`src/rtl/ksp_pkg.sv`:
```
// ----------------------------------------------------------------------------
// ksp_pkg
// Shared types, constants and CORDIC table of the kinematic state predictor.
// ----------------------------------------------------------------------------
package ksp_pkg;

  localparam int MAX_STEPS_DEF = 256;
  localparam int FRAC_BITS_DEF = 16;
  localparam int CORDIC_ITERS  = 30;
  localparam int ITER_W        = 5;
  localparam int STEP_RESET    = 100;
  localparam logic [63:0] CORDIC_GAIN = 64'd652032874;

  localparam logic [1:0] ST_OK      = 2'd0;
  localparam logic [1:0] ST_ZERO    = 2'd1;
  localparam logic [1:0] ST_CLAMPED = 2'd2;

  localparam logic [0:0] REG_STEP_MS = 1'd0;

  // datapath operations
  typedef enum logic [3:0] {
    OP_LOAD    = 4'd0,
    OP_VM      = 4'd1,
    OP_D       = 4'd2,
    OP_DV      = 4'd3,
    OP_MID     = 4'd4,
    OP_TH      = 4'd5,
    OP_REDUCE  = 4'd6,
    OP_FOLD    = 4'd7,
    OP_ROT     = 4'd8,
    OP_CSCALE  = 4'd9,
    OP_X       = 4'd10,
    OP_Y       = 4'd11,
    OP_IDLE    = 4'd12
  } op_t;

  typedef struct packed {
    op_t               op;
    logic [ITER_W-1:0] iter;
  } ksp_cmd_t;

  typedef struct packed {
    logic red_done;
  } ksp_stat_t;

  function automatic logic [31:0] atan_entry(input logic [ITER_W-1:0] i);
    logic [31:0] r;
    begin
      unique case (i)
        5'd0:  r = 32'h3243F6A8;  5'd1:  r = 32'h1DAC6705;
        5'd2:  r = 32'h0FADBAFC;  5'd3:  r = 32'h07F56EA6;
        5'd4:  r = 32'h03FEAB76;  5'd5:  r = 32'h01FFD55B;
        5'd6:  r = 32'h00FFFAAA;  5'd7:  r = 32'h007FFF55;
        5'd8:  r = 32'h003FFFEA;  5'd9:  r = 32'h001FFFFD;
        5'd10: r = 32'h000FFFFF;  5'd11: r = 32'h0007FFFF;
        5'd12: r = 32'h0003FFFF;  5'd13: r = 32'h0001FFFF;
        5'd14: r = 32'h0000FFFF;  5'd15: r = 32'h00007FFF;
        5'd16: r = 32'h00003FFF;  5'd17: r = 32'h00001FFF;
        5'd18: r = 32'h00000FFF;  5'd19: r = 32'h000007FF;
        5'd20: r = 32'h000003FF;  5'd21: r = 32'h000001FF;
        5'd22: r = 32'h000000FF;  5'd23: r = 32'h0000007F;
        5'd24: r = 32'h0000003F;  5'd25: r = 32'h0000001F;
        5'd26: r = 32'h0000000F;  5'd27: r = 32'h00000008;
        5'd28: r = 32'h00000004;  5'd29: r = 32'h00000002;
        default: r = 32'h0;
      endcase
      return r;
    end
  endfunction

  function automatic logic signed [31:0] sat32(input logic signed [65:0] v);
    if (v > 66'sd2147483647) return 32'sh7FFFFFFF;
    if (v < -66'sd2147483648) return 32'sh80000000;
    return v[31:0];
  endfunction

endpackage

```
`src/rtl/ksp_ctrl.sv`:
```
// ----------------------------------------------------------------------------
// ksp_ctrl
// Sequencer: step counting by time accumulation, per-step op sequence.
// ----------------------------------------------------------------------------
module ksp_ctrl import ksp_pkg::*; #(
  parameter int MAX_STEPS = MAX_STEPS_DEF
) (
  input  logic        clk,
  input  logic        rst,
  input  logic        start,
  input  logic [15:0] horizon,
  input  logic [9:0]  step_ms,
  output logic        busy,
  output logic        done,
  input  logic        out_taken,
  output ksp_cmd_t    cmd,
  input  ksp_stat_t   stat,
  output logic [16:0] n,
  output logic [1:0]  status,
  output logic [15:0] dt_ms
);
  typedef enum logic [8:0] {
    S_IDLE  = 9'b000000001,
    S_COUNT = 9'b000000010,
    S_DT    = 9'b000000100,
    S_MUL   = 9'b000001000,
    S_RED   = 9'b000010000,
    S_FOLD  = 9'b000100000,
    S_ROT   = 9'b001000000,
    S_POS   = 9'b010000000,
    S_DONE  = 9'b100000000
  } state_t;

  state_t      state;
  logic [16:0] t;
  logic [16:0] k;
  logic [15:0] hor;
  logic [2:0]  sub;
  logic [ITER_W-1:0] iter;

  assign busy = (state != S_IDLE);
  assign done = (state == S_DONE);

  always_comb begin
    cmd.op = OP_IDLE;
    cmd.iter = iter;
    unique case (state)
      S_IDLE: cmd.op = start ? OP_LOAD : OP_IDLE;
      S_MUL: begin
        unique case (sub)
          3'd0: cmd.op = OP_VM;
          3'd1: cmd.op = OP_D;
          3'd2: cmd.op = OP_DV;
          3'd3: cmd.op = OP_MID;
          default: cmd.op = OP_TH;
        endcase
      end
      S_RED:  cmd.op = OP_REDUCE;
      S_FOLD: cmd.op = OP_FOLD;
      S_ROT:  cmd.op = OP_ROT;
      S_POS: begin
        unique case (sub)
          3'd0: cmd.op = OP_CSCALE;
          3'd1: cmd.op = OP_X;
          default: cmd.op = OP_Y;
        endcase
      end
      default: cmd.op = OP_IDLE;
    endcase
  end

  always_ff @(posedge clk) begin
    if (rst) begin
      state <= S_IDLE;
      sub <= '0;
      iter <= '0;
    end else begin
      unique case (state)
        S_IDLE: if (start) begin
          hor <= horizon;
          n <= '0;
          k <= '0;
          sub <= '0;
          if (horizon == 16'd0) begin
            status <= ST_ZERO;
            state <= S_DONE;
          end else begin
            status <= ST_OK;
            dt_ms <= (step_ms == 10'd0) ? 16'd1 :
                     ((16'(step_ms) > horizon) ? horizon : 16'(step_ms));
            t <= '0;
            state <= S_COUNT;
          end
        end
        S_COUNT: begin
          if (t + 17'(dt_ms) <= 17'(hor)) begin
            t <= t + 17'(dt_ms);
            n <= n + 17'd1;
          end else begin
            if (n > 17'(MAX_STEPS)) begin
              n <= 17'(MAX_STEPS);
              status <= ST_CLAMPED;
            end
            state <= S_DT;
          end
        end
        S_DT: state <= (k < n) ? S_MUL : S_DONE;
        S_MUL: begin
          // OP_TH also latches mid into the reducer
          if (sub == 3'd4) begin sub <= '0; state <= S_RED; end
          else sub <= sub + 3'd1;
        end
        S_RED: if (stat.red_done) state <= S_FOLD;
        S_FOLD: begin iter <= '0; state <= S_ROT; end
        S_ROT: begin
          if (iter == ITER_W'(CORDIC_ITERS - 1)) state <= S_POS;
          else iter <= iter + 1'b1;
        end
        S_POS: begin
          if (sub == 3'd2) begin
            sub <= '0;
            k <= k + 17'd1;
            state <= S_DT;
          end else sub <= sub + 3'd1;
        end
        S_DONE: if (out_taken) state <= S_IDLE;
        default: state <= S_IDLE;
      endcase
    end
  end

  assert property (@(posedge clk) disable iff (rst) (state == S_DT) |-> k <= n)
    else $error("step index beyond count");
  assert property (@(posedge clk) disable iff (rst)
    (state == S_ROT) |-> iter < ITER_W'(CORDIC_ITERS))
    else $error("cordic iteration out of range");
  assert property (@(posedge clk) disable iff (rst)
    (state == S_MUL) |-> status != ST_ZERO)
    else $error("stepping on zero horizon");
endmodule

```
`config.mk`:
```
export PLATFORM = sky130hd
export DESIGN_NAME = ksp_ctrl
export DESIGN_NICKNAME = d
export VERILOG_FILES = /design/src/rtl/ksp_pkg.sv /design/src/rtl/ksp_ctrl.sv
export SDC_FILE = /design/constraint.sdc
export NUM_CORES = 1
export LEC_CHECK = 0
export ABC_AREA = 0
export BUFFER_PORTS_ARGS = -buffer_cell sky130_fd_sc_hd__buf_2
export CORE_AREA = 2 2 141 143
export CTS_BUF_LIST = sky130_fd_sc_hd__clkbuf_16
export DETAILED_ROUTE_END_ITERATION = 7
export DIE_AREA = 0 0 143 145
export HOLD_SLACK_MARGIN = 0.12
export PLACE_DENSITY = 0.62
export SYNTH_ARGS = -nofsm -noshare
export SYNTH_HDL_FRONTEND = slang
export SYNTH_SLANG_ARGS = --single-unit
```
`constraint.sdc`:
```
create_clock -name clk -period 6.2 [get_ports clk]
set_clock_uncertainty 0.05 [all_clocks]
set_input_delay 1.86 -clock clk [delete_from_list [all_inputs] [get_ports clk]]
set_output_delay 1.86 -clock clk [all_outputs]
set_load 0.005 [all_outputs]
```
==> metrics.csv, run 1 <==
stage,metric,value,unit
clock_tree,clk_path_buf_depth,2,
routing,via_count,5053,
worst_setup_path,worstPathMaxFanout,17,
logic_synthesis,synth_ff_type,edfxtp_1,
worst_setup_path,cpMaxStageDelayCell,or2_1,
logic_synthesis,ys_ff_latch,102,
clock_tree,holdBufCountCts,0,
worst_setup_path,worstSetupStartpoint,dt_ms[1]$_SDFFCE_PN0P_,
power,power.total,1.81,mW
floorplan,initial_core_util,34.4,%
logic_synthesis,synth-adder-area-share,13.2,%
timing,rsz0062_at_grt,false,
routing,wl,15500,um
worst_setup_path,required,6.27,ns
routing,dr.pass1.iters,5,
worst_setup_path,crit_path_max_incr_delay,0.55,ns
clock_tree,cts_resized,0,
floorplan,fp.dieW,143,um
worst_setup_path,path_cells,"ha_1, a211oi_1, nor3_1, o211ai_1, a21oi_1, nor3_1, o21bai_1, xor2_1, ha_1, and3_1, a221oi_1, o21ai_0, a31oi_1, o2111ai_2, or2_1, nor2b_1",
logic_synthesis,synthTopCellsByArea,"edfxtp_1 (39%), ha_1 (13%), dfxtp_1 (5.2%)",
cells_and_area,n_fill_cell,1921,
timing,report.final.hold_viol_count,0,
worst_setup_path,path_class,register to register,
worst_setup_path,start_kind,register,
clock_tree,cts_max_level,3,
cells_and_area,drive_gt1_share,15.1,%
logic_synthesis,netlist.area_leader.share,38.6,%
timing,maxSlewHeadroom,47.4,%
clock_tree,cts_buffers,9,
logic_synthesis,ys_types,60,
floorplan,io-pin-count,77,
logic_synthesis,syn-cell-area,0.00661,mm2
min_path,hp-start,state[4]$_SDFFE_PP0P_,
clock_tree,insertion_delay,0.36,ns
placed_design,hpwlAfterDp,11900,um
clock_tree,clkSinkCount,102,
floorplan,die_y,145,um
min_path,whs_path_depth,2,
cells_and_area,fin_util,39.6,%
worst_setup_path,reg2reg_depth,16,
placed_design,io_buffers,76,
logic_synthesis,synth_top_cell_by_area,edfxtp_1,
worst_setup_path,r2r_start,dt_ms[1]$_SDFFCE_PN0P_,
worst_setup_path,critPathCapture,status[1]$_SDFFCE_PP1P_,
clock_tree,cts_tree,done,
cells_and_area,multi_input_area,0.00342,mm2
global_route,grt_overflow,0,
logic_synthesis,synth_edf_count,85,
timing,min_period,4.73,ns
worst_setup_path,cp_num_buf_inv,0,
timing,worst_slew_pin_slew,0.790,ns
timing,period_share,76.3,%
placed_design,gp_congestion,0.821,
logic_synthesis,synth-xor-area-share,5.57,%
logic_synthesis,async_flop_share,0,%
global_route,antenna_found_initial,0,
global_route,grt_pass1_vias,4955,
power,ir_worst_vdd,0.132,mV
routing,drt_iter0_markers,316,
cells_and_area,area_growth,15.2,%
timing,fmax,211,MHz
cells_and_area,seq_area,0.00289,mm2
worst_setup_path,worstReg2RegEnd,status[1]$_SDFFCE_PP1P_,
logic_synthesis,ys_seq_area_share,43.8,%
timing,slew_viol_final,0,
floorplan,core,0.0192,mm2
worst_setup_path,rrSetupSlack,1.47,ns
logic_synthesis,synth_top_family_by_area,simple AND/OR/NAND/NOR gates,
global_route,grt_pass1_wl,25300,um
routing,wl_per_cell,15.2,um
routing,drc,0,
min_path,worstHoldPathType,register to register,
cells_and_area,num_antenna_cells,0,
outcome,status,finished clean,
logic_synthesis,synth-compound-area-share,11.8,%
power,p_per_area,237,mW/mm2
logic_synthesis,muxShareOfSynthArea,1.67,%
timing,setup_viol,0,
routing,ant_nets,0,
floorplan,dieArea,0.0207,mm2
floorplan,rows,51,
logic_synthesis,avgSynthCellArea,9.92,um2
cells_and_area,layout_common_cells,"edfxtp_1 (85), buf_2 (76), nor2_1 (73), ha_1 (68), inv_1 (67)",
cells_and_area,layout_commonest_cell,edfxtp_1,
clock_tree,clkTransAtPathRegs,0.07,ns
clock_tree,clock-root-buffer,clkbuf_16,
logic_synthesis,yosys_warnings,0,
clock_tree,post-cts-setup-buffers,0,
global_route,grt_usage,15.5,%
global_route,grt_max_degree,26,
routing,via_per_inst,4.95,
worst_setup_path,worst-path-stages,16,
logic_synthesis,synthCells,666,
flow_run,drv_cap,0,
worst_setup_path,crit_path_end_kind,register,
worst_setup_path,critPathTopFamily,compound AO/OA/AOI/OAI gates,
cells_and_area,fin_nets,851,
worst_setup_path,worstPathArrival,4.80,ns
power,leakagePower,3.21,nW
timing,setup_tns,0,ns
logic_synthesis,yosys.area_share.simple,18.9,%
## power by group
| group | internal (mW) | total (mW) | leakage [nW] | switching [mW] |
|---|---|---|---|---|
| Combinational | 0.159 | 0.387 | 2.13 | 0.228 |
| Sequential | 0.799 | 0.837 | 0.942 | 0.0376 |
| Clock | 0.314 | 0.582 | 0.145 | 0.268 |
## synth_stat cells, types with 13 or more instances
cell,count
ha_1,68
nand2_1,35
nor2_1,73
nor3_1,17
edfxtp_1,85
dfxtp_1,17
a21oi_1,35
and2_1,13
xor2_1,16
o21ai_0,18
inv_1,67
xnor2_1,26
nand3_1,24
a21o_1,15
## routing by layer
layer | wire [um] | track usage (%) | vias up
met2 | 7350 | 24.7 | 98
met5 | 0 | 0 | -
met3 | 690 | 3.89 | 16
li1 | - | - | 2565
met1 | 7180 | 20.5 | 2374
met4 | 280 | 5.00 | 0
## flip-flops by register name, summed over array words and instances (netlist names)
signal,cells
dt_ms,16
n,17
iter,5
state,9
hor,16
status,2
k,17
t,17
sub,3
## area by class of cell
cell class	instances	area share, %
Multi-Input combinational cell	489	44.9
Clock buffer	9	2.96
Inverter	67	3.30
Timing Repair Buffer	82	5.59
Sequential cell	102	38.0
Clock inverter	7	0.953
Tap cell	265	4.35
## stage by stage
stage,setup WS (ns),cell area [um2],hold WS (ns),std cells
after floorplan,0.855,6630,0.456,671
after global placement,1.55,7320,0.490,1005
after detailed placement,1.49,7320,0.499,1005
after CTS,1.47,7610,0.510,1021
after global routing,1.03,7610,0.548,1021
final,1.47,7610,0.503,1021
## worst min-delay path: stages (launching register included)
cell	delay [ns]
dfxtp_1	0.33
nand2b_1	0.12
nor4_1	0.06
## kinds of logic after synthesis
group | after synthesis
buffers and inverters | 80
multiplexers | 11
AO/OA/AOI/OAI | 119
other | 1
XOR/XNOR | 42
AND/OR/NAND/NOR | 242
adder cells (fa/ha/maj) | 69
flip-flops | 102
## worst min-delay path by stage
stage | end | slack, ns
after floorplan | state[5]$_SDFFE_PP0P_ | 0.46
after global placement | state[5]$_SDFFE_PP0P_ | 0.49
after detailed placement | state[5]$_SDFFE_PP0P_ | 0.50
after CTS | state[5]$_SDFFE_PP0P_ | 0.51
after global routing | iter[4]$_SDFFE_PP0P_ | 0.55
final | state[5]$_SDFFE_PP0P_ | 0.50
(Power assumes the default switching activity.)
==> inputs of run 2 (changes only) <==
Settings changed: PLACE_DENSITY 0.62 to 0.64.
Clock period 6.2 ns to 3.8 ns, I/O delays scaled along.
==> run 2 against run 1 <==
Against the previous run: clock-buffer cell count stayed put; highest routed layer unchanged; the run now ends with setup timing left; sequential share of layout area down 2.2 points; worst setup slack worse by 1.8 ns; largest cell class unchanged; critical path type unchanged; first-iteration DRC count decreased by 0.95%; total power is 72% higher; register-to-register slack worse by 1.8 ns.
==> metrics.csv, run 2 (same netlist as run 1, synthesis figures left out) <==
stage,metric,value,unit
timing,slew_viol_final,0,
routing,wl,15800,um
global_route,busiest_layer,met2,
global_route,grt_max_degree,26,
worst_setup_path,path_cells,"ha_2, fa_2, a211oi_2, o21ai_1, nor3b_2, o21ai_2, a211oi_2, o21a_1, nor2_1, ha_1, a21o_1, a221oi_2, o21ai_1, a31oi_1, o2111ai_2, buf_4, o21ai_2, buf_12",
placed_design,gp_congestion,0.823,
global_route,antenna_found_initial,0,
clock_tree,clk_path_buf_depth,2,
clock_tree,cts_tree,done,
clock_tree,insertion_delay,0.36,ns
cells_and_area,num_antenna_cells,0,
cells_and_area,reg_top3,"k x17, n x17, t x17",
timing,report.final.hold_viol_count,0,
clock_tree,holdBufCountCts,0,
routing,drc,0,
power,power.total,3.11,mW
worst_setup_path,start_kind,register,
cells_and_area,instances_no_fill,1064,
power,ir_worst_vdd,0.214,mV
clock_tree,clkSinkCount,102,
timing,min_period,4.12,ns
placed_design,io_buffers,76,
outcome,violations,setup timing,
worst_setup_path,critPathTopFamily,compound AO/OA/AOI/OAI gates,
worst_setup_path,cp_num_buf_inv,2,
timing,fin_ws,-0.323,ns
global_route,grt_pass1_vias,5070,
cells_and_area,fin_nets,894,
floorplan,die_y,145,um
worst_setup_path,crit_path_max_incr_delay,0.41,ns
timing,rsz0062_at_grt,true,
floorplan,fp.dieW,143,um
cells_and_area,layout_common_cells,"edfxtp_1 (85), buf_2 (76), nor2_1 (73), inv_1 (67), ha_1 (67)",
global_route,gr-usage-met2,26.0,%
cells_and_area,fin_util,42.1,%
global_route,grt_usage,16.1,%
floorplan,dieArea,0.0207,mm2
cells_and_area,drive_gt1_share,21.8,%
cells_and_area,area_growth,22.5,%
routing,ant_nets,0,
timing,worst_slew_pin_slew,0.623,ns
floorplan,initial_core_util,34.4,%
clock_tree,cts_max_level,3,
min_path,worstHoldPathType,register to register,
timing,setup_viol,57,
routing,drt_iter0_markers,313,
timing,period_share,109,%
power,leakagePower,3.47,nW
timing,fmax,243,MHz
routing,wl_per_cell,14.8,um
clock_tree,clock-root-buffer,clkbuf_16,
timing,maxSlewHeadroom,58.4,%
worst_setup_path,worstPathArrival,4.14,ns
floorplan,core,0.0192,mm2
floorplan,rows,51,
outcome,status,finished with violations,
routing,dr.pass1.iters,5,
floorplan,io-pin-count,77,
worst_setup_path,crit_path_end_kind,register,
routing,via_count,5225,
clock_tree,cts_buffers,9,
placed_design,placed_cells,1046,
clock_tree,clkTransAtPathRegs,0.07,ns
worst_setup_path,path_class,register to register,
worst_setup_path,required,3.81,ns
placed_design,dp_slack,-0.404,ns
global_route,grt_use_met1,21.2,%
global_route,use_met3,3.89,%
global_route,grt_overflow,0,
cells_and_area,layout_commonest_cell,edfxtp_1,
global_route,grt_pass1_wl,26300,um
routing,via_per_inst,4.91,
placed_design,hpwlAfterDp,12200,um
worst_setup_path,worstPathMaxFanout,17,
power,p_per_area,385,mW/mm2
worst_setup_path,cpMaxStageDelayCell,edfxtp_1,
flow_run,drv_cap,0,
==> run 2: metrics by stage <==
step           cell area (um2)  setup TNS [ns]  hold slack, ns
2_1_floorplan             6690          -11.89           0.456
3_3_place_gp              7720          -13.89           0.480
3_5_place_dp              7720          -19.05           0.486
4_1_cts                   8070          -17.31           0.499
5_1_grt                   8090          -29.77           0.545
6_report                  8090          -14.34           0.493
==> run 2: final timing paths <==
| check | startpoint | end | slack, ns | depth (start not counted) |
|---|---|---|---|---|
| worst min-delay path | state[4]$_SDFFE_PP0P_ | state[5]$_SDFFE_PP0P_ | 0.49 | 2 |
| worst min register to register | state[4]$_SDFFE_PP0P_ | state[5]$_SDFFE_PP0P_ | 0.49 | 2 |
| worst max-delay path | dt_ms[0]$_SDFFCE_PN1P_ | n[2]$_SDFFCE_PN0P_ | -0.32 | 18 |
| worst max register to register | dt_ms[0]$_SDFFCE_PN1P_ | n[2]$_SDFFCE_PN0P_ | -0.32 | 18 |
==> run 2: area by class of cell <==
| cell class | count | area (um2) |
|---|---|---|
| fillers | 1866 | 11100 |
| multi-input cells | 489 | 3510 |
| flip-flops and latches | 102 | 2890 |
| repair buffers | 125 | 786 |
| well taps | 265 | 332 |
| inverters | 67 | 251 |
| clock buffers | 9 | 225 |
| clock inverters | 7 | 96.3 |
==> run 2: worst min-delay path: cells and delay by family (launching register included) <==
family	cells	cell delay (ns)
DFF	1	0.33
and+or+nand+nor	2	0.17
==> run 2: what timing repair did <==
action | in CTS | in global routing
gates cloned | 0 | 0
setup endpoints to repair | 57 | 58
pin swaps | 1 | 3
buffers inserted | 1 | 1
gates resized for setup | 4 | 5
==> run 2: routing by layer <==
metal,up-vias,wire (um)
li1,2644,-
met1,2450,7230
met2,110,7470
met3,21,709
met4,0,372
met5,-,0
==> run 2: power breakdown <==
group          internal [mW]  leakage (nW)  switching, mW  total, mW
sequential              1.30         0.942         0.0602       1.36
clock                  0.581         0.157          0.429       1.01
combinational          0.335          2.38          0.403      0.738
total                   2.22          3.47          0.893       3.11
==> inputs of run 3 (changes only) <==
Settings changed: CORE_AREA 2 2 141 143 to 2 2 120 168, DIE_AREA 0 0 143 145 to 0 0 122 170, PLACE_DENSITY 0.64 to 0.62.
Clock period 3.8 ns to 4 ns, I/O delays scaled along.
==> run 3 against run 2 <==
Against the previous run: critical path depth shrank 1; die area about the same; sequential share of layout area rose by 0.39 points; largest power group unchanged; combinational power down 5.6%; worst setup slack better by 0.24 ns; global-route usage grew 0.13 points; via count about the same; the run still ends with setup timing left; critical path type unchanged.
==> metrics.csv, run 3 (same netlist as run 1, synthesis figures left out) <==
stage,metric,value,unit
routing,wl,16300,um
routing,drc,0,
cells_and_area,fin_nets,885,
routing,ant_nets,0,
routing,via_count,5227,
clock_tree,clock-root-buffer,clkbuf_16,
timing,report.final.hold_viol_count,0,
clock_tree,clkTransAtPathRegs,0.08,ns
clock_tree,clk_path_buf_depth,2,
worst_setup_path,start_kind,register,
cells_and_area,final_cell_area,0.00801,mm2
timing,fmax,245,MHz
outcome,status,finished with violations,
timing,fin_ws,-0.0796,ns
min_path,worstHoldPathType,register to register,
flow_run,drv_cap,0,
routing,via_per_inst,5.04,
clock_tree,holdBufCountCts,0,
power,ir_worst_vdd,0.227,mV
global_route,grt_pass1_wl,25900,um
placed_design,hpwlAfterDp,12700,um
global_route,grt_overflow,0,
floorplan,dieArea,0.0207,mm2
power,leakagePower,3.41,nW
worst_setup_path,crit_path_end_kind,register,
outcome,violations,setup timing,
cells_and_area,area_growth,21.2,%
timing,min_period,4.08,ns
power,p_per_area,366,mW/mm2
timing,hold_slack,0.522,ns
worst_setup_path,path_class,register to register,
floorplan,die_y,170,um
floorplan,fp.dieW,122,um
clock_tree,cts_tree,done,
global_route,grt_max_degree,20,
timing,period_share,102,%
cells_and_area,layout_commonest_cell,edfxtp_1,
placed_design,placed_cells,1020,
worst_setup_path,required,4.02,ns
floorplan,core,0.0191,mm2
cells_and_area,layout_common_cells,"edfxtp_1 (85), buf_2 (76), nor2_1 (73), inv_1 (67), ha_1 (67)",
cells_and_area,reg_top3,"k x17, n x17, t x17",
floorplan,initial_core_util,34.5,%
timing,setup_viol,41,
routing,drt_iter0_markers,233,
global_route,antenna_found_initial,0,
global_route,grt_pass1_vias,5170,
clock_tree,cts_buffers,9,
worst_setup_path,worstPathArrival,4.10,ns
global_route,grt_usage,16.2,%
worst_setup_path,worstPathMaxFanout,17,
clock_tree,cts_max_level,3,
placed_design,placed_area,0.00762,mm2
routing,dr.pass1.iters,4,
cells_and_area,num_antenna_cells,0,
timing,maxSlewHeadroom,28.2,%
cells_and_area,instances_no_fill,1038,
routing,wl_per_cell,15.7,um
placed_design,io_buffers,76,
cells_and_area,drive_gt1_share,21.1,%
clock_tree,clkSinkCount,102,
timing,rsz0062_at_grt,true,
floorplan,io-pin-count,77,
floorplan,rows,60,
placed_design,gp_congestion,0.868,
timing,slew_viol_final,0,
timing,worst_slew_pin_slew,1.08,ns
clock_tree,insertion_delay,0.36,ns
## run 3: layout make-up
class	instances	area, um2
fill	1883	11100
multi-input combinational	489	3520
sequential	102	2890
timing repair buffer	116	718
tap	248	310
inverter	67	251
clock buffer	9	225
clock inverter	7	91.3
## run 3: path summary, 6_finish.rpt
path,from,endpoint,slack (ns),depth (start not counted)
min reg2reg,state[4]$_SDFFE_PP0P_,state[5]$_SDFFE_PP0P_,0.52,2
min,state[4]$_SDFFE_PP0P_,state[5]$_SDFFE_PP0P_,0.52,2
max,dt_ms[1]$_SDFFCE_PN0P_,n[9]$_SDFFCE_PN0P_,-0.08,17
max reg2reg,dt_ms[1]$_SDFFCE_PN0P_,n[9]$_SDFFCE_PN0P_,-0.08,17
## run 3: power breakdown
group          internal [mW]  leakage [nW]  switching [mW]
clock                  0.501         0.151           0.433
sequential              1.24         0.942          0.0586
combinational          0.312          2.32           0.385
## run 3: routing by layer
metal / global-route usage, % / up-vias / share of wire (%)
li1: - / 2624 / -
met5: 0 / - / 0
met2: 30.2 / 69 / 54
met1: 18.2 / 2511 / 41
met4: 6.35 / 0 / 2.4
met3: 2.51 / 23 / 2.7
## run 3: critical path: stages (launching register included)
cell	delay, ns
edfxtp_1	0.42
ha_1	0.35
a211oi_2	0.24
nor3_1	0.11
o211ai_1	0.28
a21oi_2	0.12
nor3_1	0.25
o21ai_0	0.15
nor2b_1	0.17
ha_1	0.28
and3_4	0.15
a221oi_2	0.21
o21ai_1	0.09
a31oi_1	0.19
o2111ai_2	0.21
buf_4	0.21
o21ai_4	0.14
buf_12	0.17
## run 3: timing repair
| item | in CTS | in global routing |
|---|---|---|
| setup endpoints to repair | 53 | 58 |
| resized for setup | 2 | 10 |
| pin swaps | 4 | 5 |
| buffers inserted | 0 | 2 |
## run 3: per-stage QoR
step | TNS (ns) | worst slack [ns] | util [%] | power [mW]
2_1_floorplan | -4.12 | -0.156 | - | 1.74
3_3_place_gp | -1.85 | -0.0760 | 39.8 | 2.00
3_5_place_dp | -4.60 | -0.140 | 39.8 | 2.00
4_1_cts | -2.55 | -0.0944 | 41.5 | 2.94
5_1_grt | -13.09 | -0.279 | 41.8 | 3.09
6_report | -2.09 | -0.0796 | 41.8 | 2.93
